==> src/design/sarg_pkg.sv <==
`timescale 1ns / 1ps

package sarg_pkg;

    // Default sizes of the position counter and of the period fraction.
    localparam int POSITION_BITS_DEF    = 32;
    localparam int PERIOD_FRAC_BITS_DEF = 8;

    // Widths fixed by the field formats.
    localparam int PERIOD_US_BITS = 16;
    localparam int SPEED_BITS     = 20;
    localparam int SQ_BITS        = 2 * SPEED_BITS;
    localparam int ACC_BITS       = 20;
    localparam int IDX_BITS       = 32;
    localparam int ELA_BITS       = 16;
    localparam int IN_DATA_BITS   = 32;
    localparam int OUT_DATA_BITS  = 40;
    localparam int CFG_IDX_BITS   = 3;
    localparam int CFG_DATA_BITS  = 20;

    localparam longint unsigned US_PER_S = 64'd1000000;
    localparam logic signed [IDX_BITS-1:0] IDX_MAX = 32'sh7FFF_FFFF;

    typedef enum logic [1:0] {
        OP_TICK  = 2'd0,
        OP_START = 2'd1,
        OP_STOP  = 2'd2,
        OP_NOP   = 2'd3
    } op_t;

    typedef enum logic [CFG_IDX_BITS-1:0] {
        CFG_ABSOLUTE_MODE = 3'd0,
        CFG_START_PERIOD  = 3'd1,
        CFG_MIN_PERIOD    = 3'd2,
        CFG_ACCELERATION  = 3'd3,
        CFG_DRIVE_ENABLE  = 3'd4
    } cfg_idx_t;

    typedef enum logic [3:0] {
        ST_IDLE,
        ST_SPD_GO,
        ST_SPD_WAIT,
        ST_SQ,
        ST_PTS_GO,
        ST_PTS_WAIT,
        ST_DEC,
        ST_PER_GO,
        ST_PER_WAIT,
        ST_FIN
    } state_t;

endpackage

==> src/design/sarg_div.sv <==
`timescale 1ns / 1ps

// Restoring divider that retires one quotient bit per cycle.
module sarg_div #(
    parameter int N = 40,
    parameter int D = 34
) (
    input  logic         clk,
    input  logic         rst_n,
    input  logic         start,
    input  logic [N-1:0] dividend,
    input  logic [D-1:0] divisor,
    output logic         done,
    output logic [N-1:0] quotient
);

    localparam int CW = $clog2(N + 1);

    logic [D-1:0]  rem_reg, rem_next;
    logic [N-1:0]  quo_reg, quo_next;
    logic [D-1:0]  dvs_reg, dvs_next;
    logic [CW-1:0] cnt_reg, cnt_next;
    logic          run_reg, run_next;
    logic          done_reg, done_next;
    logic [D:0]    trial;
    logic [D:0]    diff;
    logic          ge;

    assign trial = {rem_reg, quo_reg[N-1]};
    assign ge    = trial >= {1'b0, dvs_reg};
    assign diff  = trial - {1'b0, dvs_reg};

    always_comb
    begin
        rem_next  = rem_reg;
        quo_next  = quo_reg;
        dvs_next  = dvs_reg;
        cnt_next  = cnt_reg;
        run_next  = run_reg;
        done_next = 1'b0;
        if (start)
        begin
            rem_next = '0;
            quo_next = dividend;
            dvs_next = divisor;
            cnt_next = CW'(N);
            run_next = 1'b1;
        end
        else if (run_reg)
        begin
            rem_next = ge ? diff[D-1:0] : trial[D-1:0];
            quo_next = {quo_reg[N-2:0], ge};
            cnt_next = cnt_reg - 1'b1;
            if (cnt_reg == CW'(1))
            begin
                run_next  = 1'b0;
                done_next = 1'b1;
            end
        end
    end

    always_ff @(posedge clk or negedge rst_n)
    begin
        if (!rst_n)
        begin
            run_reg  <= 1'b0;
            done_reg <= 1'b0;
            cnt_reg  <= '0;
        end
        else
        begin
            run_reg  <= run_next;
            done_reg <= done_next;
            cnt_reg  <= cnt_next;
        end
    end

    always_ff @(posedge clk)
    begin
        rem_reg <= rem_next;
        quo_reg <= quo_next;
        dvs_reg <= dvs_next;
    end

    assign done     = done_reg;
    assign quotient = quo_reg;

endmodule

==> src/design/stepper_accel_ramp_generator.sv <==
`timescale 1ns / 1ps

// Stepper step generator with a trapezoidal speed ramp.
// Requests arrive on the slave stream: tuser carries the opcode (tick of one
// microsecond, start move, stop move, no operation), tdata the signed move amount. Every
// request yields exactly one result on the master stream. Configuration is
// written through the cfg channel (index, data), which is always ready and is
// meant to be used only while no request is in flight.
// A request that does not run the ramp update is answered in the cycle after it
// is accepted. A tick that issues a step, and a start with the drive enabled,
// run the ramp update on one shared bit-serial divider: speed (skipped when the
// period is zero), square, stopping distance, phase decision, period update and
// a final state that loads the result. The period division is skipped when the
// ramp restarts from rest or ends. A start with the drive enabled needs only the
// stopping distance division.
// Requests are taken one at a time; the next one is accepted once the result
// register is empty or is being taken in the same cycle, so a stalled
// receiver holds off new requests but never loses a result.
// Reset clears position, target, period and ramp index, sets the direction
// positive, marks the drive idle and loads the register defaults.
module stepper_accel_ramp_generator #(
    parameter int POSITION_BITS    = sarg_pkg::POSITION_BITS_DEF,
    parameter int PERIOD_FRAC_BITS = sarg_pkg::PERIOD_FRAC_BITS_DEF
) (
    input  logic                               clk,
    input  logic                               rst_n,
    input  logic                               s_tvalid,
    output logic                               s_tready,
    // move_amount [31:0]
    input  logic [sarg_pkg::IN_DATA_BITS-1:0]  s_tdata,
    // opcode [1:0]
    input  logic [1:0]                         s_tuser,
    output logic                               m_tvalid,
    input  logic                               m_tready,
    // step_pulse [0], dir_positive [1], position [33:2], moving [34],
    // move_done [35], move_aborted [36], zero fill [39:37]
    output logic [sarg_pkg::OUT_DATA_BITS-1:0] m_tdata,
    input  logic                               cfg_valid,
    output logic                               cfg_ready,
    input  logic [sarg_pkg::CFG_IDX_BITS-1:0]  cfg_index,
    input  logic [sarg_pkg::CFG_DATA_BITS-1:0] cfg_data
);

    localparam int P   = POSITION_BITS;
    localparam int F   = PERIOD_FRAC_BITS;
    localparam int PW  = sarg_pkg::PERIOD_US_BITS + F;
    localparam int SNW = sarg_pkg::SPEED_BITS + F;
    localparam int SQW = sarg_pkg::SQ_BITS;
    localparam int DN  = (SNW > SQW) ? SNW : SQW;
    localparam int DD  = (PW > 34) ? PW : 34;
    localparam int CW  = (P > SQW) ? P : SQW;
    localparam int IW  = sarg_pkg::IDX_BITS;
    localparam int EW  = sarg_pkg::ELA_BITS;
    localparam int AW  = sarg_pkg::ACC_BITS;

    localparam logic [SNW-1:0] SPD_NUM = SNW'(sarg_pkg::US_PER_S << F);
    localparam logic [PW-1:0]  PMAX    = {16'hFFFF, {F{1'b0}}};

    // Configuration registers.
    logic          abs_reg;
    logic [15:0]   sp_reg;
    logic [15:0]   mp_reg;
    logic [AW-1:0] acc_reg;
    logic          en_reg;

    // Move state.
    logic [P-1:0]         pos_reg, pos_next;
    logic [P-1:0]         tgt_reg, tgt_next;
    logic [PW-1:0]        per_reg, per_next;
    logic signed [IW-1:0] idx_reg, idx_next;
    logic [EW-1:0]        ela_reg, ela_next;
    logic                 dir_reg, dir_next;
    logic                 busy_reg, busy_next;

    // Ramp update working registers.
    logic [sarg_pkg::SPEED_BITS-1:0] spd_reg, spd_next;
    logic [SQW-1:0]                  sq_reg, sq_next;
    logic [SQW-1:0]                  pts_reg, pts_next;
    logic signed [IW-1:0]            n_reg, n_next;
    logic                            isst_reg, isst_next;

    logic                                ov_reg, ov_next;
    logic [sarg_pkg::OUT_DATA_BITS-1:0]  od_reg, od_next;

    sarg_pkg::state_t state_reg, state_next;

    logic           accept;
    sarg_pkg::op_t  op;
    logic [63:0]    amt_w;
    logic [EW-1:0]  ela_inc;
    logic           step_due;
    logic           go_ramp;
    logic           out_load;
    logic           done_f;
    logic           abrt_f;
    logic           step_f;

    logic [15:0]    spu;
    logic [15:0]    mpu;
    logic [AW:0]    acc2;

    logic [P-1:0]   diff;
    logic           tg_neg;
    logic           tg_zero;
    logic [P-1:0]   mag;
    logic           sq_small;
    logic           pts_ge;
    logic signed [IW-1:0] ptsc;
    logic           with_dir;
    logic signed [IW-1:0] dec_n;
    logic           dec_early;

    logic signed [IW+2:0] d4;
    logic [IW+1:0]  ad;
    logic           d_pos;

    logic           div_start;
    logic [DN-1:0]  div_a;
    logic [DD-1:0]  div_b;
    logic           div_done;
    logic [DN-1:0]  div_q;

    logic [PW+1:0]  pe;
    logic [PW+1:0]  qe;
    logic [PW+1:0]  pnew;
    logic [PW+1:0]  lo;
    logic [63:0]    pos_w;

    sarg_div #(
        .N (DN),
        .D (DD)
    ) u_div (
        .clk      (clk),
        .rst_n    (rst_n),
        .start    (div_start),
        .dividend (div_a),
        .divisor  (div_b),
        .done     (div_done),
        .quotient (div_q)
    );

    assign cfg_ready = 1'b1;
    assign s_tready  = (state_reg == sarg_pkg::ST_IDLE) && (!ov_reg || m_tready);
    assign accept    = s_tvalid && s_tready;
    assign op        = sarg_pkg::op_t'(s_tuser);
    assign amt_w     = {{32{s_tdata[31]}}, s_tdata};
    assign m_tvalid  = ov_reg;
    assign m_tdata   = od_reg;

    // Zero in a rate register is treated as one.
    assign spu  = (sp_reg == '0) ? 16'd1 : sp_reg;
    assign mpu  = (mp_reg == '0) ? 16'd1 : mp_reg;
    assign acc2 = {((acc_reg == '0) ? AW'(1) : acc_reg), 1'b0};

    assign ela_inc  = (ela_reg == {EW{1'b1}}) ? ela_reg : ela_reg + 1'b1;
    assign step_due = {ela_inc, {F{1'b0}}} >= per_reg;
    assign go_ramp  = en_reg && ((op == sarg_pkg::OP_START) ||
                      ((op == sarg_pkg::OP_TICK) && busy_reg && step_due));

    // Distance to go, read as a signed count.
    assign diff    = tgt_reg - pos_reg;
    assign tg_neg  = diff[P-1];
    assign tg_zero = (diff == '0);
    assign mag     = tg_neg ? (P'(0) - diff) : diff;

    assign sq_small = sq_reg <= SQW'(acc2);
    assign pts_ge   = CW'(pts_reg) >= CW'(mag);
    assign ptsc     = (pts_reg[SQW-1:IW-1] != '0) ? sarg_pkg::IDX_MAX
                                                  : {1'b0, pts_reg[IW-2:0]};
    assign with_dir = (!tg_neg) == dir_reg;

    // Ramp phase decision: a positive index accelerates, a negative one
    // decelerates, zero restarts from rest.
    always_comb
    begin
        dec_n     = idx_reg;
        dec_early = tg_zero && sq_small;
        if (!tg_zero)
        begin
            if (idx_reg > 0)
            begin
                if (pts_ge || !with_dir)
                begin
                    dec_n = -ptsc;
                end
            end
            else if (idx_reg < 0)
            begin
                if (!pts_ge && with_dir)
                begin
                    dec_n = -idx_reg;
                end
            end
        end
    end

    // Divisor of the Austin update, 4n + 1, which is never zero.
    assign d4    = {n_reg[IW-1], n_reg, 2'b01};
    assign d_pos = !d4[IW+2];
    assign ad    = d_pos ? d4[IW+1:0] : (IW+2)'(-d4);

    assign pe = {2'b00, per_reg};
    assign qe = {1'b0, div_q[PW:0]};
    assign lo = (PW+2)'({mpu, {F{1'b0}}});

    always_comb
    begin
        pnew = d_pos ? ((qe > pe) ? '0 : pe - qe) : pe + qe;
        if (pnew < lo)
        begin
            pnew = lo;
        end
        if (pnew > (PW+2)'(PMAX))
        begin
            pnew = (PW+2)'(PMAX);
        end
    end

    // Next state.
    always_comb
    begin
        state_next = state_reg;
        case (state_reg)
            sarg_pkg::ST_IDLE:
            begin
                if (accept && go_ramp)
                begin
                    state_next = sarg_pkg::ST_SPD_GO;
                end
            end
            sarg_pkg::ST_SPD_GO:
            begin
                state_next = (per_reg == '0) ? sarg_pkg::ST_SQ : sarg_pkg::ST_SPD_WAIT;
            end
            sarg_pkg::ST_SPD_WAIT:
            begin
                if (div_done)
                begin
                    state_next = sarg_pkg::ST_SQ;
                end
            end
            sarg_pkg::ST_SQ:
            begin
                state_next = sarg_pkg::ST_PTS_GO;
            end
            sarg_pkg::ST_PTS_GO:
            begin
                state_next = sarg_pkg::ST_PTS_WAIT;
            end
            sarg_pkg::ST_PTS_WAIT:
            begin
                if (div_done)
                begin
                    state_next = sarg_pkg::ST_DEC;
                end
            end
            sarg_pkg::ST_DEC:
            begin
                if (dec_early || dec_n == 0)
                begin
                    state_next = sarg_pkg::ST_FIN;
                end
                else
                begin
                    state_next = sarg_pkg::ST_PER_GO;
                end
            end
            sarg_pkg::ST_PER_GO:
            begin
                state_next = sarg_pkg::ST_PER_WAIT;
            end
            sarg_pkg::ST_PER_WAIT:
            begin
                if (div_done)
                begin
                    state_next = sarg_pkg::ST_FIN;
                end
            end
            sarg_pkg::ST_FIN:
            begin
                state_next = sarg_pkg::ST_IDLE;
            end
            default:
            begin
                state_next = sarg_pkg::ST_IDLE;
            end
        endcase
    end

    // Divider launches per state.
    always_comb
    begin
        div_start = 1'b0;
        div_a     = '0;
        div_b     = '0;
        case (state_reg)
            sarg_pkg::ST_SPD_GO:
            begin
                div_start = (per_reg != '0);
                div_a     = DN'(SPD_NUM);
                div_b     = DD'(per_reg);
            end
            sarg_pkg::ST_PTS_GO:
            begin
                div_start = 1'b1;
                div_a     = DN'(sq_reg);
                div_b     = DD'(acc2);
            end
            sarg_pkg::ST_PER_GO:
            begin
                div_start = 1'b1;
                div_a     = DN'({per_reg, 1'b0});
                div_b     = DD'(ad);
            end
            default:
            begin
                div_start = 1'b0;
            end
        endcase
    end

    // Datapath.
    always_comb
    begin
        pos_next  = pos_reg;
        tgt_next  = tgt_reg;
        per_next  = per_reg;
        idx_next  = idx_reg;
        ela_next  = ela_reg;
        dir_next  = dir_reg;
        busy_next = busy_reg;
        spd_next  = spd_reg;
        sq_next   = sq_reg;
        pts_next  = pts_reg;
        n_next    = n_reg;
        isst_next = isst_reg;
        out_load  = 1'b0;
        done_f    = 1'b0;
        abrt_f    = 1'b0;
        step_f    = 1'b0;
        case (state_reg)
            sarg_pkg::ST_IDLE:
            begin
                if (accept)
                begin
                    case (op)
                        sarg_pkg::OP_START:
                        begin
                            tgt_next  = abs_reg ? amt_w[P-1:0] : pos_reg + amt_w[P-1:0];
                            per_next  = '0;
                            idx_next  = '0;
                            ela_next  = '0;
                            isst_next = 1'b1;
                            if (!en_reg)
                            begin
                                busy_next = 1'b0;
                                done_f    = 1'b1;
                                abrt_f    = 1'b1;
                                out_load  = 1'b1;
                            end
                            else
                            begin
                                busy_next = 1'b1;
                            end
                        end
                        sarg_pkg::OP_STOP:
                        begin
                            out_load = 1'b1;
                            if (busy_reg)
                            begin
                                per_next  = '0;
                                idx_next  = '0;
                                busy_next = 1'b0;
                                done_f    = 1'b1;
                                abrt_f    = 1'b1;
                            end
                        end
                        sarg_pkg::OP_TICK:
                        begin
                            if (busy_reg && !en_reg)
                            begin
                                per_next  = '0;
                                idx_next  = '0;
                                busy_next = 1'b0;
                                done_f    = 1'b1;
                                abrt_f    = 1'b1;
                                out_load  = 1'b1;
                            end
                            else if (busy_reg && step_due)
                            begin
                                pos_next  = dir_reg ? pos_reg + 1'b1 : pos_reg - 1'b1;
                                ela_next  = '0;
                                isst_next = 1'b0;
                            end
                            else
                            begin
                                if (busy_reg)
                                begin
                                    ela_next = ela_inc;
                                end
                                out_load = 1'b1;
                            end
                        end
                        default:
                        begin
                            out_load = 1'b1;
                        end
                    endcase
                end
            end
            sarg_pkg::ST_SPD_GO:
            begin
                if (per_reg == '0)
                begin
                    spd_next = '0;
                end
            end
            sarg_pkg::ST_SPD_WAIT:
            begin
                if (div_done)
                begin
                    spd_next = div_q[sarg_pkg::SPEED_BITS-1:0];
                end
            end
            sarg_pkg::ST_SQ:
            begin
                sq_next = spd_reg * spd_reg;
            end
            sarg_pkg::ST_PTS_WAIT:
            begin
                if (div_done)
                begin
                    pts_next = div_q[SQW-1:0];
                end
            end
            sarg_pkg::ST_DEC:
            begin
                if (dec_early)
                begin
                    per_next = '0;
                    idx_next = '0;
                end
                else if (dec_n == 0)
                begin
                    per_next = {spu, {F{1'b0}}};
                    idx_next = IW'(1);
                    if (tg_neg)
                    begin
                        dir_next = 1'b0;
                    end
                    else if (!tg_zero)
                    begin
                        dir_next = 1'b1;
                    end
                end
                else
                begin
                    n_next = dec_n;
                end
            end
            sarg_pkg::ST_PER_WAIT:
            begin
                if (div_done)
                begin
                    per_next = pnew[PW-1:0];
                    idx_next = (n_reg != sarg_pkg::IDX_MAX) ? n_reg + 1'b1 : n_reg;
                end
            end
            sarg_pkg::ST_FIN:
            begin
                out_load = 1'b1;
                done_f   = 1'b0;
                step_f   = !isst_reg;
                // A zero period ends the move; a step that lands on the
                // target ends it as well.
                if (per_reg == '0 || (!isst_reg && tg_zero))
                begin
                    per_next  = '0;
                    idx_next  = '0;
                    busy_next = 1'b0;
                    done_f    = 1'b1;
                end
            end
            default:
            begin
                out_load = 1'b0;
            end
        endcase
    end

    assign pos_w = 64'(pos_next);

    always_comb
    begin
        ov_next = ov_reg;
        od_next = od_reg;
        if (out_load)
        begin
            ov_next = 1'b1;
            od_next = {3'b000, abrt_f, done_f, busy_next, pos_w[31:0], dir_next, step_f};
        end
        else if (m_tready)
        begin
            ov_next = 1'b0;
        end
    end

    always_ff @(posedge clk or negedge rst_n)
    begin
        if (!rst_n)
        begin
            abs_reg   <= 1'b0;
            sp_reg    <= 16'd1000;
            mp_reg    <= 16'd100;
            acc_reg   <= AW'(1000);
            en_reg    <= 1'b0;
        end
        else if (cfg_valid && cfg_ready)
        begin
            case (sarg_pkg::cfg_idx_t'(cfg_index))
                sarg_pkg::CFG_ABSOLUTE_MODE: abs_reg <= cfg_data[0];
                sarg_pkg::CFG_START_PERIOD:  sp_reg  <= cfg_data[15:0];
                sarg_pkg::CFG_MIN_PERIOD:    mp_reg  <= cfg_data[15:0];
                sarg_pkg::CFG_ACCELERATION:  acc_reg <= cfg_data[AW-1:0];
                sarg_pkg::CFG_DRIVE_ENABLE:  en_reg  <= cfg_data[0];
                default:                     abs_reg <= abs_reg;
            endcase
        end
    end

    always_ff @(posedge clk or negedge rst_n)
    begin
        if (!rst_n)
        begin
            state_reg <= sarg_pkg::ST_IDLE;
            pos_reg   <= '0;
            tgt_reg   <= '0;
            per_reg   <= '0;
            idx_reg   <= '0;
            ela_reg   <= '0;
            dir_reg   <= 1'b1;
            busy_reg  <= 1'b0;
            isst_reg  <= 1'b0;
            ov_reg    <= 1'b0;
        end
        else
        begin
            state_reg <= state_next;
            pos_reg   <= pos_next;
            tgt_reg   <= tgt_next;
            per_reg   <= per_next;
            idx_reg   <= idx_next;
            ela_reg   <= ela_next;
            dir_reg   <= dir_next;
            busy_reg  <= busy_next;
            isst_reg  <= isst_next;
            ov_reg    <= ov_next;
        end
    end

    always_ff @(posedge clk)
    begin
        spd_reg <= spd_next;
        sq_reg  <= sq_next;
        pts_reg <= pts_next;
        n_reg   <= n_next;
        od_reg  <= od_next;
    end

endmodule
==> config.mk <==
export PLATFORM = sky130hd
export DESIGN_NAME = stepper_accel_ramp_generator
export DESIGN_NICKNAME = d
export VERILOG_FILES = /design/src/design/sarg_pkg.sv /design/src/design/sarg_div.sv /design/src/design/stepper_accel_ramp_generator.sv
export SDC_FILE = /design/constraint.sdc
export NUM_CORES = 2
export LEC_CHECK = 0
export BUFFER_PORTS_ARGS = -buffer_cell sky130_fd_sc_hd__buf_2
export CAP_MARGIN = 30
export CORE_MARGIN = 5
export CORE_UTILIZATION = 30
export DETAILED_ROUTE_END_ITERATION = 10
export GPL_TIMING_DRIVEN = 0
export SYNTH_ARGS = -nofsm -noshare
export SYNTH_HDL_FRONTEND = slang
export SYNTH_HIERARCHICAL = 1
export SYNTH_SLANG_ARGS = --single-unit
==> constraint.sdc <==
create_clock -name clk -period 11.8 [get_ports clk]
set_input_delay 0.59 -clock clk [delete_from_list [all_inputs] [get_ports clk]]
set_output_delay 0.59 -clock clk [all_outputs]
set_load 0.01 [all_outputs]
Word level (Yosys, flattened, before mapping)
Cells that the tools add are included.

storage, ports and cells
  RAM bits = 0
  word-level logic and storage cells = 237
  memories = 0
  flip-flop bits (word level) = 483
  input port bits = 62
  ROM bits = 0
  output and inout port bits = 43
  latch bits = 0

cells by class
  shift operators = 0
  $mul = 1
  multiplexer cells = 98
  equal/unequal tests = 33
  divide/modulo/power cells = 0
  reduce and logical (&&, ||, !) cells = 52
  order comparisons = 9
  add/subtract/negate cells = 14
  bitwise operators = 2

operator list
  operator                                        number
  2-to-1 mux 32 bit                               21
  2-to-1 mux 24 bit                               8
  one-hot mux 32 bit (4 select lines)             1
  one-hot mux 40 bit (3 select lines)             1
  one-hot mux 34 bit (3 select lines)             1
  2-to-1 mux 16 bit                               6
  one-hot mux 24 bit (4 select lines)             1
  one-hot mux 32 bit (3 select lines)             1
  2-to-1 mux 40 bit                               2
  2-to-1 mux 26 bit                               3
  one-hot mux 24 bit (3 select lines)             1
  2-to-1 mux 34 bit                               2
  adder 32 x 1 -> 32 bit (second input constant)  2
  logical NOT 32 bit                              2
  2-to-1 mux 20 bit                               3
  greater-or-equal comparator 40 x 32 -> 1 bit    1
  less-or-equal comparator 40 x 21 -> 1 bit       1
  multiplier 20 x 20 -> 40 bit                    1
  one-hot mux 20 bit (2 select lines)             1
  one-hot mux 4 bit (9 select lines)              1
  greater-or-equal comparator 35 x 34 -> 1 bit    1
  negation 34 bit                                 1
  subtractor 34 bit                               1
  adder 32 bit                                    1
  60 further kinds                                145

Logic depth before layout (Yosys ltp)
  word-level depth = 14
  depth in mapped cells = 34
  mapped depth without buffers = 31

Hierarchy
Netlist, hierarchy kept.

modules (own cells, without submodules)
  module                        instances  area an instance (µm²)  seq. area each (µm²)  cells an instance
  stepper_accel_ramp_generator  1          39,611.7                10,019.6              4,411
  sarg_div                      1          6,591.3                 3,103.0               640

Worst setup path after synthesis
No wires, ideal clock.

  kind = reg2reg
  start = reg pos_reg[0]
  end = reg n_reg[0], enable pin
  path slack = 2.940 ns
  buffers on the path = 1
  arrival time = 8.439 ns
  period minus slack after synthesis = 8.860 ns
  cell stages (with the launch flop) = 30
  data required time = 11.379 ns
  cells stage by stage = dfrtp_1 -> ha_1 -> fa_1 -> nand2b_1 -> a21o_1 -> a311oi_2 -> nand2_1 -> o31ai_1 -> and3_1 -> nor4b_1 -> nand3_1 -> inv_1 -> nand3_1 -> o31ai_1 -> xor2_1 -> ha_1 -> and3_1 -> a221o_1 -> a2111oi_0 -> nand4_1 -> mux2i_1 -> clkbuf_1 -> o31ai_1 -> xor2_1 -> o21ai_0 -> nor3_1 -> o2111ai_1 -> nor3_1 -> and3_1 -> nor2_1

between the ends
  cells in the longest elaborated chain, start to end = 13
  elaborated cells between the ends (all ways) = 21

ends and longest elaborated chain
  item                                          RTL line                             source
  from (decl)                                   stepper_accel_ramp_generator.sv:67   logic [P-1:0] pos_reg, pos_next;
  from (signal assigned)                        stepper_accel_ramp_generator.sv:549  pos_reg <= pos_next;
  subtractor 32 bit (*)                         stepper_accel_ramp_generator.sv:161  assign diff = tgt_reg - pos_reg;
  subtractor 1 x 32 -> 32 bit                   stepper_accel_ramp_generator.sv:164  assign mag = tg_neg ? (P'(0) - diff) : diff;
  2-to-1 mux 32 bit                             stepper_accel_ramp_generator.sv:164
  greater-or-equal comparator 40 x 32 -> 1 bit  stepper_accel_ramp_generator.sv:167  assign pts_ge = CW'(pts_reg) >= CW'(mag);
  logical NOT 1 bit                             stepper_accel_ramp_generator.sv:189  if (!pts_ge && with_dir)
  logical AND 1 bit                             stepper_accel_ramp_generator.sv:189
  2-to-1 mux 32 bit                             stepper_accel_ramp_generator.sv:189
  2-to-1 mux 32 bit                             stepper_accel_ramp_generator.sv:187  else if (idx_reg < 0)
  2-to-1 mux 32 bit                             stepper_accel_ramp_generator.sv:180  if (idx_reg > 0)
  2-to-1 mux 32 bit                             stepper_accel_ramp_generator.sv:178  if (!tg_zero)
  logical NOT 32 bit                            stepper_accel_ramp_generator.sv:443  else if (dec_n == 0)
  NOT 1 bit (no source line)                    -
  AND reduction 3 bit (no source line) (*)      -
  to (signal assigned)                          stepper_accel_ramp_generator.sv:566  n_reg <= n_next;
  to (decl)                                     stepper_accel_ramp_generator.sv:79   logic signed [IW-1:0] n_reg, n_next;

Mark *: on every way between the ends. The rest lies on a longest branch, timed or not.
A chain may end at the register's enable or synchronous reset.

Worst setup path after layout
  start = reg pos_reg[0]
  end = reg per_reg[3]

between the ends
  cells in the longest elaborated chain, start to end = 13
  elaborated cells between the ends (all ways) = 25

ends and longest elaborated chain
  item                                          RTL line                             source
  subtractor 32 bit (*)                         stepper_accel_ramp_generator.sv:161
  subtractor 1 x 32 -> 32 bit                   stepper_accel_ramp_generator.sv:164
  2-to-1 mux 32 bit                             stepper_accel_ramp_generator.sv:164
  greater-or-equal comparator 40 x 32 -> 1 bit  stepper_accel_ramp_generator.sv:167
  logical NOT 1 bit                             stepper_accel_ramp_generator.sv:189
  logical AND 1 bit                             stepper_accel_ramp_generator.sv:189
  2-to-1 mux 32 bit                             stepper_accel_ramp_generator.sv:189
  2-to-1 mux 32 bit                             stepper_accel_ramp_generator.sv:187
  2-to-1 mux 32 bit                             stepper_accel_ramp_generator.sv:180
  2-to-1 mux 32 bit (*)                         stepper_accel_ramp_generator.sv:178
  named net dec_n[24]                           stepper_accel_ramp_generator.sv:110  logic signed [IW-1:0] dec_n;
  logical NOT 32 bit (*)                        stepper_accel_ramp_generator.sv:443
  != test 3 bit (no source line) (*)            -
  AND reduction 8 bit (no source line) (*)      -
  to (signal assigned)                          stepper_accel_ramp_generator.sv:551  per_reg <= per_next;
  to (decl)                                     stepper_accel_ramp_generator.sv:69   logic [PW-1:0] per_reg, per_next;

The timed path passes the listed nets; every way through them passes the cells marked *.

==> metrics.csv <==
metric,value,unit
seq_area_frac_synth,0.284,
grt_pass1_wl,227,mm
rows,144,
die_w,402,um
yosys.area_share.simple,0.163,
total_power,5.20,mW
async_flop_share,0.427,
finalCriticalPeriod,10.11,ns
hp-class,in2async,
cap_violations,0,
port_buffers,99,
cp-end-kind,flop,
clk_path_buf_depth,3,
yosys.area.top_type,edfxtp_1,
crit_start,pos_reg[0]$_DFF_PN0_,
path_buf_inv,6,
final_nets,5981,
reg2reg_depth,34,
max_slew_margin,0.234,
core-area,0.154,mm2
initial_core_util,0.301,
wl_met1,67.6,mm
slowest_stage,nor4_1,
drt-initial-drc-count,3188,
route.vias.total,38730,
ys_seq_elements,482,
netlist_area,0.0462,mm2
yosysMostFrequentCell,inv_1,
leakage,22.1,nW
post_cts_resized,0,
gp_congestion,0.977,
grt_usage,0.177,
endpoint,per_reg[3]$_DFFE_PN0P_,
grt_max_degree,109,
synth_xor_area_frac,0.0540,
tritoncts,built,
drc,0,
reg2reg_to,per_reg[3]$_DFFE_PN0P_,
boundaryPins,105,
power.density,101,mW/mm2
drt-vias-per-instance,5.29,
ys.flop_type,edfxtp_1,
finalSetupViolations,0,
yosysWarnings,6,
crit_cells,34,
synth_edf_count,242,
grt_pass1_vias,37799,
htreeDepth,2,
grt_overflow_total,0,
fp.dieH,402,um
postCtsSetupBuffers,0,
highest_layer,met4,
fmax,0.0990,GHz
r2r_start,pos_reg[0]$_DFF_PN0_,
rsz0062_at_grt,no,
crit_type,reg2reg,
setup_tns,0,ns
wl_met3,8.77,mm
syn_inst,5051,
cts.sinks,482,
slowest_delay,0.64,ns
synthAdderAreaFrac,0.235,
fin_hold_ws,-0.000236,ns
clockRootBuffer,clkbuf_16,
drive_above_1_share,0.0806,
path_clk_slew,0.06,ns
wl_met2,65.8,mm
antenna_cells,0,
violations,negative hold slack,
reg2reg_slack,1.69,ns
synth_compound_area_frac,0.161,
tritoncts.num_buffers,55,
wire_per_inst,20.2,um
antenna_found_initial,4,
detail-route-antenna-nets,0,
synthDominantCellAreaShare,0.157,
postSynthAreaPerCell,9.15,um2
slew_violations,0,
clk_latency,0.65,ns
post-dp-hpwl,120,mm
startpoint_type,flop,
status,"finished, violations left",
path_delay_family,compound AO/OA/AOI/OAI gates,
holdBufCountCts,0,
drt_first_pass_iters,6,
ir_drop,0.000125,V
min_period_over_period,0.856,
synth_cell_type_count,106,
cp.required,12.34,ns
final.setup_skew,0.0386,ns
syn2layout_area_growth,11.1,%
worst_slew_pin_slew,1.12,ns
die_area,0.162,mm2
synth.cells.most_frequent,"inv_1 (552), nand2_1 (446), ha_1 (409)",
final.setup.worst_slack,1.69,ns
wl,148,mm
arrival,10.64,ns
synth.area.top_cells,"edfxtp_1 (16%), fa_1 (12%), ha_1 (11%), dfrtp_1 (10%), inv_1 (4.5%)",
post-place-ws,2.00,ns
synthMuxAreaShare,0.0398,
hold_viol,2,
synth_top_family_by_area,adder cells,
path_max_fanout,10,
-- per-layer routing --
layer | up-vias | GRT usage
met2 | 1275 | 0.280
li1 | 18076 | -
met4 | 0 | 0.0589
met5 | - | 0
met3 | 258 | 0.0215
met1 | 19121 | 0.251
-- final cells by class --
type	count	area (um2)
Tap cell	2044	2560
Inverter	552	2070
Buffer	208	876
Fill cell	15950	102000
Clock inverter	42	444
Clock buffer	62	1400
Timing Repair Buffer	113	694
Sequential cell	482	13100
Multi-Input combinational cell	3812	30200
-- per-stage QoR --
stage	area [um2]	cells	utilization
floorplan	46200	5054	-
global placement	49300	7197	0.321
detailed placement	49500	7211	0.322
CTS	51400	7315	0.334
global route	51400	7315	0.334
finish	51400	7315	0.334
-- cell usage in the layout, fill, tap and decap left out, types with 91 or more instances in the layout --
cell type,count
inv_1,551
nand2_1,446
ha_1,409
nor2_1,338
a21oi_1,287
o21ai_0,286
fa_1,286
edfxtp_1,242
dfrtp_1,190
clkbuf_1,170
xnor2_1,143
xor2_1,142
and2_1,124
buf_2,123
nand3_1,100
mux2_2,100
a21o_1,97
nor3_1,91
-- cell families after synthesis --
family          after synthesis
flops                       482
buf+inv                     760
fa+ha+maj                   695
mux                         161
other cells                   2
xor+xnor                    285
simple gates               1531
compound gates             1135
-- power by group --
| group | switching, mW | internal, mW |
|---|---|---|
| clock network | 0.755 | 1.01 |
| registers | 0.125 | 1.89 |
| logic | 0.877 | 0.542 |
-- worst min-delay path by stage --
stage | startpoint | end | slack (ns) | cells after the start
after global routing | rst_n | pos_reg[28]$_DFF_PN0_ | 0.06 | 1
after detailed placement | u_div/quotient[38]$_DFFE_PP_ | pts_reg[38]$_DFFE_PP_ | 0.44 | 0
after CTS | rst_n | pos_reg[28]$_DFF_PN0_ | 0.02 | 1
after floorplan | rst_n | abs_reg$_DFFE_PN0P_ | 0.29 | 0
after global placement | u_div/quotient[38]$_DFFE_PP_ | pts_reg[38]$_DFFE_PP_ | 0.43 | 0
final | rst_n | pos_reg[28]$_DFF_PN0_ | -0.0002 | 1
-- worst register-to-register path, delay by kind of cell, from the launching register on --
family	cells	cell delay (ns)
and+or+nand+nor	12	3.22
xor gates and xnor gates	1	0.12
adders and majority gates	3	1.01
DFF	1	0.48
AOI/OAI and AO/OA	12	3.31
buffers and inverters	6	1.89
(Power assumes the default switching activity.)
